### src/rtl/core/fcr_pkg.sv
// ----------------------------------------------------------------------------
// fcr_pkg
// shared types and codes for the cluster chain file read core
// ----------------------------------------------------------------------------
package fcr_pkg;

    localparam int LINK_AW_MAX = 16;
    localparam int DATA_AW_MAX = 24;

    typedef enum logic [1:0] {
        OP_LINK_WR = 2'd0,
        OP_DATA_WR = 2'd1,
        OP_READ    = 2'd2,
        OP_NONE    = 2'd3
    } fcr_op_t;

    localparam logic [1:0] REG_CLUSTER_SIZE = 2'd0;
    localparam logic [1:0] REG_EMPTY_MARKER = 2'd1;
    localparam logic [1:0] REG_END_MARKER   = 2'd2;

    // write and read requests toward the link and data memories
    typedef struct packed {
        logic                   link_we;
        logic [LINK_AW_MAX-1:0] link_waddr;
        logic [15:0]            link_wdata;
        logic                   data_we;
        logic [DATA_AW_MAX-1:0] data_waddr;
        logic [7:0]             data_wdata;
        logic                   link_re;
        logic [LINK_AW_MAX-1:0] link_raddr;
        logic                   data_re;
        logic [DATA_AW_MAX-1:0] data_raddr;
    } fcr_mem_req_t;

endpackage

### src/rtl/core/fcr_div.sv
// ----------------------------------------------------------------------------
// fcr_div
// restoring divider, one quotient bit per cycle, 16 by 13 bits
// ----------------------------------------------------------------------------
module fcr_div
    import fcr_pkg::*;
(
    input  logic        aclk,
    input  logic        aresetn,
    input  logic        start,
    input  logic [15:0] dividend,
    input  logic [12:0] divisor,
    output logic        done,
    output logic [15:0] quot,
    output logic [12:0] rem
);

    logic [15:0] quot_reg, quot_next;
    logic [13:0] rem_reg, rem_next;
    logic [12:0] dvs_reg, dvs_next;
    logic [4:0]  cnt_reg, cnt_next;
    logic        busy_reg, busy_next;
    logic        done_reg, done_next;
    logic [13:0] trial;

    always_comb begin
        quot_next = quot_reg;
        rem_next  = rem_reg;
        dvs_next  = dvs_reg;
        cnt_next  = cnt_reg;
        busy_next = busy_reg;
        done_next = 1'b0;
        trial     = {rem_reg[12:0], quot_reg[15]};
        if (start) begin
            quot_next = dividend;
            rem_next  = '0;
            dvs_next  = divisor;
            cnt_next  = 5'd16;
            busy_next = 1'b1;
        end else if (busy_reg) begin
            if (trial >= {1'b0, dvs_reg}) begin
                rem_next  = trial - {1'b0, dvs_reg};
                quot_next = {quot_reg[14:0], 1'b1};
            end else begin
                rem_next  = trial;
                quot_next = {quot_reg[14:0], 1'b0};
            end
            cnt_next = cnt_reg - 5'd1;
            if (cnt_reg == 5'd1) begin
                busy_next = 1'b0;
                done_next = 1'b1;
            end
        end
    end

    always_ff @(posedge aclk) begin
        if (!aresetn) begin
            busy_reg <= 1'b0;
            done_reg <= 1'b0;
            cnt_reg  <= '0;
        end else begin
            busy_reg <= busy_next;
            done_reg <= done_next;
            cnt_reg  <= cnt_next;
        end
        quot_reg <= quot_next;
        rem_reg  <= rem_next;
        dvs_reg  <= dvs_next;
    end

    assign done = done_reg;
    assign quot = quot_reg;
    assign rem  = rem_reg[12:0];

endmodule

### config.mk
export PLATFORM = sky130hd
export DESIGN_NAME = fcr_div
export DESIGN_NICKNAME = d
export VERILOG_FILES = /design/src/rtl/core/fcr_pkg.sv /design/src/rtl/core/fcr_div.sv
export SDC_FILE = /design/constraint.sdc
export NUM_CORES = 1
export LEC_CHECK = 0
export ABC_AREA = 1
export ABC_CLOCK_PERIOD_IN_PS = 4200
export BUFFER_PORTS_ARGS = -buffer_cell sky130_fd_sc_hd__buf_2
export CORE_ASPECT_RATIO = 1.5
export CORE_MARGIN = 3
export CORE_UTILIZATION = 25
export DETAILED_ROUTE_END_ITERATION = 16
export PLACE_DENSITY = 0.52
export SLEW_MARGIN = 20
export SYNTH_ARGS = -nofsm -noshare
export SYNTH_HDL_FRONTEND = slang
export SYNTH_SLANG_ARGS = --single-unit
export TNS_END_PERCENT = 1
### constraint.sdc
create_clock -name aclk -period 4.2 [get_ports aclk]
set_input_delay 0 -clock aclk [delete_from_list [all_inputs] [get_ports aclk]]
set_output_delay 0 -clock aclk [all_outputs]
set_load 0.1 [all_outputs]
==> results by group, run 1 <==
Final layout
  – Layout cell share with drive strength beyond 1: 16.1%
  – Final core utilization: 34.1%
  – Max reg flops: 16
  – Fillers: 1231
  – Ant. Diodes: 0
  – Area Growth Syn to Fin: 32.8%
  – Nets@finish: 524

Route
  – Residual DRC: 0
  – Antenna Nets Post-Route: 0
  – Mean number of vias per cell: 4.28
  – Wirelength, routed: 7.54 mm
  – Wirelength per Cell: 12.1 um
  – Vias: 2668
  – TritonRoute pass-1 iters: 4
  – DR iter-0 viols: 113

Power and ir drop
  – P_leak: 0.00190 uW
  – Peak supply drop: 0.319 mV
  – Pwr Density: 350 mW/mm^2

Worst setup path
  – Critical path fanouts, max: 20
  – Critical path data arrival time: 2.67 ns
  – Worst Setup Start Kind: flop
  – Cell family with most CP delay: simple AND/OR/NAND/NOR gates
  – Critical path cell sequence: inv_1 > ha_1 > inv_1 > fa_1 > nand2_1 > nand2_1 > nand3_1 > nand2_1 > nand2_2 > nand3_2 > nor2_1 > nor2_1 > nand2_1 > nand2_1
  – Most Frequent Cell on Critical Path: nand2_1
  – CP max-delay cell: fa_1
  – Crit. End Element: flop
  – Worst path bufs/invs: 2
  – Setup CP Type: flop to flop
  – Critical Path Max Stage Delay: 0.43 ns
  – Worst EP required: 4.38 ns

Clocking
  – Worst-path clk slew: 0.07 ns
  – Post-CTS Setup Bufs: 0
  – Bufs on Longest Clock Path: 2
  – Clock latency on the worst-skew pair: 0.29 ns
  – Htree depth: 2
  – Root buf cell: clkbuf_16
  – CTS sink cnt: 49
  – Cts repair resizes: 0
  – Clock buffer count from CTS: 5
  – CTS tree: built

GRT
  – Largest net degree at the start of global routing: 34
  – Global-route wire length before repair: 12.2 mm
  – Vias in the first global route: 2592
  – Initial antenna violation count: 0
  – Overflow after GRT: 0
  – GRT Total Usage: 12.3%

Yosys
  – Seq/Total Area, Yosys: 44.8%
  – Synthesized area per cell: 7.42 sq um
  – Gate Count Post-Synth: 382
  – Mapped Nets: 430
  – Mapped cell area: 0.00284 sq mm
  – Yosys reg bits: 49
  – Unique masters post-synth: 29
  – Synthesis Warnings: 0

Placement
  – Routability congestion estimate: 0.881
  – PortBufs: 61
  – Detailed Place HPWL: 5.83 mm

Floorplanning
  – Placeable Area: 0.0111 sq mm
  – I/O pins: 62
  – Rows: 47
  – Die height: 136 um
  – Die area: 0.0127 sq mm
  – Die X: 93.0 um
  – Initial core utilization: 25.6%

Timing
  – Slew Viols, Final: 0
  – Setup TNS: 0 ns
  – Slew HR: 38.7%
  – Final setup fails: 0
  – Max Fclk: 402 MHz
  – Fin crit period: 2.49 ns
  – Tcrit/Tclk final: 59.2%
  – Measured slew at the worst slew-check pin: 0.919 ns
  – Skew final: 0.00722 ns
  – RSZ-0062 raised after global routing: false
  – Hold Vio Cnt, Final: 0

Hold path
  – Worst hold path type: input pin to flop

Flow run
  – Maxcap violations: 0

Outcome
  – Status: finished clean
[power breakdown]
group | total (uW) | switching, uW | internal (uW)
clock network | 453 | 173 | 279
logic | 304 | 225 | 79.1
registers | 562 | 16.0 | 546
total | 1320 | 415 | 904
[layout make-up]
type / count / area, sq um / share of cell area (%)
tap: 147 / 184 / 4.89
sequential: 49 / 1270 / 33.8
inverter: 63 / 236 / 6.28
clock buffer: 6 / 129 / 3.42
multi-input combinational: 265 / 1300 / 34.5
clock inverter: 2 / 33.8 / 0.897
timing repair buffer: 92 / 613 / 16.3
[worst paths after layout]
check / startpoint / end / slack (ns) / cells past startpoint
hold / removal: start / rem_reg[2] / 0.21 / 4
setup reg to reg: quot[15] / rem_reg[1] / 1.71 / 14
hold reg to reg: cnt_reg[4] / cnt_reg[4] / 0.49 / 2
setup / recovery: quot[15] / rem_reg[1] / 1.71 / 14
[stage by stage]
step	setup slack, ns	total power [uW]	instance area, sq um	hold WS [ns]	instances
after global routing	1.50	1380	3760	0.241	624
after CTS	1.72	1340	3760	0.213	624
final	1.71	1320	3760	0.207	624
after detailed placement	1.74	857	3300	0.178	586
after floorplan	1.62	790	2840	0.0989	382
after global placement	1.82	856	3300	0.176	586
[cell families (layout without fill, tap and decap cells)]
group           count (synthesis)  after routing  share of synthesized area (%)
simple gates                  227            227                           33.4
buf+inv                        68            163                           9.40
flops                          49             49                           44.8
compound gates                 17             17                           3.49
fa+ha+maj                      16             16                           7.33
xor+xnor                        5              5                           1.54
[cells in the mapped netlist]
| cell | instances | area (sq um) |
|---|---|---|
| a211oi_1 | 1 | 7.51 |
| nand3_2 | 1 | 10.0 |
| nand3b_1 | 2 | 15.0 |
| o21bai_1 | 3 | 22.5 |
| inv_2 | 1 | 3.75 |
| buf_6 | 1 | 11.3 |
| ha_1 | 15 | 188 |
| nor2_1 | 39 | 146 |
| clkbuf_1 | 3 | 11.3 |
| clkinv_1 | 1 | 3.75 |
| edfxtp_1 | 29 | 871 |
| o211ai_1 | 1 | 7.51 |
| a31oi_1 | 1 | 6.26 |
| nand3_1 | 26 | 130 |
| fa_1 | 1 | 20.0 |
| inv_1 | 61 | 229 |
| dfxtp_1 | 20 | 400 |
| nand2_2 | 3 | 18.8 |
| nor2_2 | 3 | 18.8 |
| o21ai_1 | 6 | 30.0 |
| nand4_1 | 10 | 62.6 |
| nor2_4 | 1 | 11.3 |
| xor2_1 | 3 | 26.3 |
| xnor2_1 | 2 | 17.5 |
| buf_4 | 1 | 7.51 |
| o21ai_0 | 1 | 5.00 |
| a21oi_1 | 4 | 20.0 |
| nand2_1 | 141 | 529 |
| nor3_1 | 1 | 5.00 |
[cell usage in the layout (no fill, tap or decap), drive strengths merged, types with 7 or more instances in the layout]
cell type / n
dfxtp: 20
nand2: 144
nand3: 27
ha: 15
o21ai: 7
nor2: 43
nand4: 10
buf: 62
edfxtp: 29
dlygate4sd3: 30
inv: 62
[repair_timing]
action                                  in CTS  in global routing
endpoints found under the setup margin       0                  0
hold endpoints to repair                    31                  0
hold buffers                                30                  0
[tightest hold or removal path, stage by stage]
cell and delay [ns]:
buf_2 0.14, nor2_1 0.17, nand2_1 0.09, o21ai_1 0.05
[layer usage]
| metal | global-route usage, % | vias to the layer above | routed length [um] |
|---|---|---|---|
| met2 | 23.3 | 60 | 3970 |
| met4 | 6.19 | 0 | 265 |
| li1 | - | 1390 | - |
| met1 | 12.6 | 1203 | 2970 |
| met3 | 2.55 | 15 | 336 |
| met5 | 0 | - | 0 |
Note: power is estimated with default switching activity, not from simulation.
==> inputs of run 2 (changes only) <==
- ABC_AREA: 1 -> 0
- ABC_CLOCK_PERIOD_IN_PS: 4200 -> 2020
- PLACE_DENSITY: 0.52 -> 0.54
- clock period: 4.2 -> 2.02 ns (I/O delays scaled with it)
==> run 2 against run 1 <==
Net effect: the flow now finishes with violations (negative setup slack); largest cell class is now flip-flops and latches; synthesized area down 7.3%; maximum frequency grew 3.5%; hold slack worse by 0.19 ns; first-iteration DRC count decreased by 71%; total power rose to 2.6 times the previous value; worst setup slack worse by 2.1 ns; critical path type unchanged; cell area rose by 0.50%.
==> results by group, run 2 <==
Outcome
  – Status: finished with violations (was finished clean)
  – Failing checks: negative setup slack

Route
  – Met2 Routed Length: 3.43 mm (was 3.97 mm)
  – Residual DRC: 0 (unchanged)
  – Antenna Nets Post-Route: 0 (unchanged)
  – Wirelength per Cell: 13.6 um (was 12.1 um)
  – Vias: 2216 (was 2668)
  – Highest layer used for signal routing: met4 (unchanged)
  – TritonRoute pass-1 iters: 4 (unchanged)
  – DR WL met3: 392 um (was 336 um)
  – WL met1: 2.57 mm (was 2.97 mm)
  – DR iter-0 viols: 33 (was 113)
  – Mean number of vias per cell: 4.49 (was 4.28)
  – Wirelength, routed: 6.71 mm (was 7.54 mm)

GRT
  – Global-route wire length before repair: 11.1 mm (was 12.2 mm)
  – GRT Total Usage: 11.6% (was 12.3%)
  – Vias in the first global route: 2376 (was 2592)
  – Initial antenna violation count: 0 (unchanged)
  – Overflow after GRT: 0 (unchanged)
  – Largest net degree at the start of global routing: 32 (was 34)

Worst setup path
  – Crit. End Element: flop (unchanged)
  – Critical path launch point: quot[15] (unchanged)
  – Critical path fanouts, max: 5 (was 20)
  – Reg-to-Reg Start: quot[15] (unchanged)
  – Setup CP Type: flop to flop (unchanged)
  – Critical path data arrival time: 2.62 ns (was 2.67 ns)
  – CP max-delay cell: edfxtp_1 (was fa_1)
  – Worst EP required: 2.23 ns (was 4.38 ns)
  – Critical path cell sequence: inv_2 > ha_4 > inv_2 > fa_2 > a21o_4 > a221oi_4 > and2_4 > o31ai_4 > buf_6 > mux2i_2 > a211oi_2 (was inv_1 > ha_1 > inv_1 > fa_1 > nand2_1 > nand2_1 > nand3_1 > nand2_1 > nand2_2 > nand3_2 > nor2_1 > nor2_1 > nand2_1 > nand2_1)
  – Critical Path Max Stage Delay: 0.39 ns (was 0.43 ns)
  – Worst Setup Start Kind: flop (unchanged)
  – Most Frequent Cell on Critical Path: inv_2 (was nand2_1)

Final layout
  – Fillers: 1019 (was 1231)
  – Max reg flops: 16 (unchanged)
  – Layout cell share with drive strength beyond 1: 42.6% (was 16.1%)
  – Commonest non-fill, non-tap cell in the layout: buf_2 (was nand2_1)
  – Leading cell types in the layout, fill and taps excluded: 61 x buf_2, 48 x buf_4, 29 x edfxtp_1, 20 x dfxtp_1 (was 141 x nand2_1, 61 x inv_1, 61 x buf_2, 39 x nor2_1, 30 x dlygate4sd3_1)
  – Ant. Diodes: 0 (unchanged)
  – Fin area: 0.00378 sq mm (was 0.00376 sq mm)
  – Non-filler cells, final: 493 (was 624)
  – Area Growth Syn to Fin: 44.0% (was 32.8%)
  – Nets@finish: 399 (was 524)

Clocking
  – Root buf cell: clkbuf_16 (unchanged)
  – CTS sink cnt: 49 (unchanged)
  – Htree depth: 2 (unchanged)
  – Clock buffer count from CTS: 5 (unchanged)
  – Worst-path clk slew: 0.07 ns (about the same)
  – CTS tree: built (unchanged)
  – Clock latency on the worst-skew pair: 0.29 ns (about the same)
  – Bufs on Longest Clock Path: 2 (unchanged)

Yosys
  – Gate Count Post-Synth: 229 (was 382)
  – Synth Area in Compound Gates: 14.3% (was 3.49%)
  – Synthesized area per cell: 11.5 sq um (was 7.42 sq um)
  – Synthesis Warnings: 0 (unchanged)
  – Post-synth top cells: 29 x edfxtp_1, 20 x dfxtp_1, 18 x inv_1, 16 x mux2_2, 16 x nor2_1 (was 141 x nand2_1, 61 x inv_1, 39 x nor2_1, 29 x edfxtp_1, 26 x nand3_1)
  – Main synth FF type: edfxtp_1 (unchanged)
  – Post-synth top area share: 33.1% (was 30.7%)
  – Seq/Total Area, Yosys: 48.4% (was 44.8%)
  – Largest family of logic cells by synthesized area: compound AO/OA/AOI/OAI gates (was simple AND/OR/NAND/NOR gates)
  – XOR/XNOR share of the synthesized area: 4.33% (was 1.54%)
  – Count leader, synth: edfxtp_1 (was nand2_1)
  – Simple-gate share of the synthesized area: 8.86% (was 33.4%)
  – Post-synthesis adder-cell area fraction: 7.90% (was 7.33%)
  – Post-synth EDFFs: 29 (unchanged)
  – Ys async rst share: 0% (unchanged)
  – Cell taking the most area after synthesis: edfxtp_1 (unchanged)
  – Mux contribution to synthesized area: 10.5% (was 0%)
  – Unique masters post-synth: 46 (was 29)
  – Synth area leaders: edfxtp_1 33%, dfxtp_1 15%, ha_1 7.1% (was edfxtp_1 31%, nand2_1 19%, dfxtp_1 14%)
  – Mapped cell area: 0.00263 sq mm (was 0.00284 sq mm)
  – Yosys reg bits: 49 (unchanged)
  – Mapped Nets: 277 (was 430)

Floorplanning
  – Placeable Area: 0.0102 sq mm (was 0.0111 sq mm)
  – Rows: 45 (was 47)
  – I/O pins: 62 (unchanged)
  – Die area: 0.0118 sq mm (was 0.0127 sq mm)
  – Initial core utilization: 25.8% (was 25.6%)
  – Die X: 89.7 um (was 93.0 um)
  – Die height: 132 um (was 136 um)

Timing
  – Final WS setup: -0.382 ns (was 1.71 ns)
  – Hold WS: 0.0128 ns (was 0.207 ns)
  – Hold Vio Cnt, Final: 0 (unchanged)
  – Fin crit period: 2.40 ns (was 2.49 ns)
  – Setup TNS: -4.43 ns (was 0 ns)
  – Tcrit/Tclk final: 119% (was 59.2%)
  – Final setup fails: 14 (was 0)
  – Slew HR: 57.8% (was 38.7%)
  – Measured slew at the worst slew-check pin: 0.632 ns (was 0.919 ns)
  – Slew Viols, Final: 0 (unchanged)
  – Max Fclk: 416 MHz (was 402 MHz)
  – Skew final: 0.00799 ns (was 0.00722 ns)
  – RSZ-0062 raised after global routing: true (was false)

Placement
  – Detailed Place HPWL: 5.04 mm (was 5.83 mm)
  – PortBufs: 61 (unchanged)
  – Dpl cell area: 0.00339 sq mm (was 0.00330 sq mm)
  – Routability congestion estimate: 0.858 (was 0.881)
  – Placed Instances: 467 (was 586)

Power and ir drop
  – P_leak: 0.00167 uW (was 0.00190 uW)
  – Pwr Density: 896 mW/mm^2 (was 350 mW/mm^2)
  – Peak supply drop: 0.396 mV (was 0.319 mV)
  – Total Power: 3390 uW (was 1320 uW)

Hold path
  – Worst hold path type: input pin to flop (unchanged)
  – Hold Crit Start: dividend[10] (was start)

Flow run
  – Maxcap violations: 0 (unchanged)
-- run 2: cell types whose count changed in the layout (fill, tap and decap cells not counted), moves of 4 or more --
cell / previous run / this run
a211oi_1: 1 / 10
a21o_1: 0 / 6
buf_4: 1 / 48
dlygate4sd3_1: 30 / 14
inv_1: 61 / 16
mux2_2: 0 / 16
mux2i_1: 0 / 7
nand2_1: 141 / 12
nand3_1: 26 / 2
nand4_1: 10 / 3
nor2_1: 39 / 16
o21ai_1: 6 / 2
xor2_1: 3 / 8
-- run 2: critical path: cells and delay by family (launching register included) --
kind	cells	cell delay, ns
compound gates	4	0.82
fa+ha+maj	2	0.47
flops	1	0.39
buf+inv	3	0.28
simple gates	1	0.21
mux	1	0.14
-- run 2: cells by family (layout without fill, tap and decap cells) --
group,after synthesis,count (layout)
AOI/OAI and AO/OA,50,51
xor gates and xnor gates,13,13
adders and majority gates,16,16
buffers and inverters,28,150
DFF,49,49
muxes,25,25
and+or+nand+nor,48,48
-- run 2: timing repair --
item,4_1_cts,5_1_grt
hold buffers,14,0
hold endpoints to repair,15,0
pin swaps,15,6
setup buffers,2,1
setup endpoints to repair,14,14
gates cloned,1,0
gates resized for setup,7,4
-- run 2: final timing paths --
kind                      to  slack, ns  depth (start not counted)
hold reg to reg   cnt_reg[1]       0.50                          2
hold / removal      quot[10]       0.01                          2
setup reg to reg  rem_reg[8]      -0.38                         11
setup / recovery  rem_reg[8]      -0.38                         11
-- run 2: area by class of cell --
| cell class | count | area, sq um | share of cell area (%) |
|---|---|---|---|
| flip-flops and latches | 49 | 1270 | 33.6 |
| multi-input cells | 153 | 1270 | 33.6 |
| inverters | 18 | 67.6 | 1.79 |
| repair buffers | 124 | 817 | 21.6 |
| clock inverters | 1 | 5.00 | 0.132 |
| well taps | 141 | 176 | 4.66 |
| clock buffers | 7 | 175 | 4.63 |
-- run 2: stage by stage --
| step | util, % | setup slack [ns] |
|---|---|---|
| global placement | 33.2 | -0.421 |
| CTS | 36.9 | -0.421 |
| global route | 37.1 | -0.510 |
| detailed placement | 33.2 | -0.521 |
| floorplan | - | -0.996 |
| finish | 37.1 | -0.382 |
-- run 2: per-layer routing --
metal / global-route usage, % / vias up
met5: 0 / -
met4: 6.48 / 0
met3: 2.86 / 21
met2: 21.3 / 74
met1: 12.0 / 1029
li1: - / 1092
-- run 2: power by group --
part	switching [uW]	internal [uW]
Sequential	46.4	1160
Combinational	786	425
Clock	370	608
Total	1200	2190
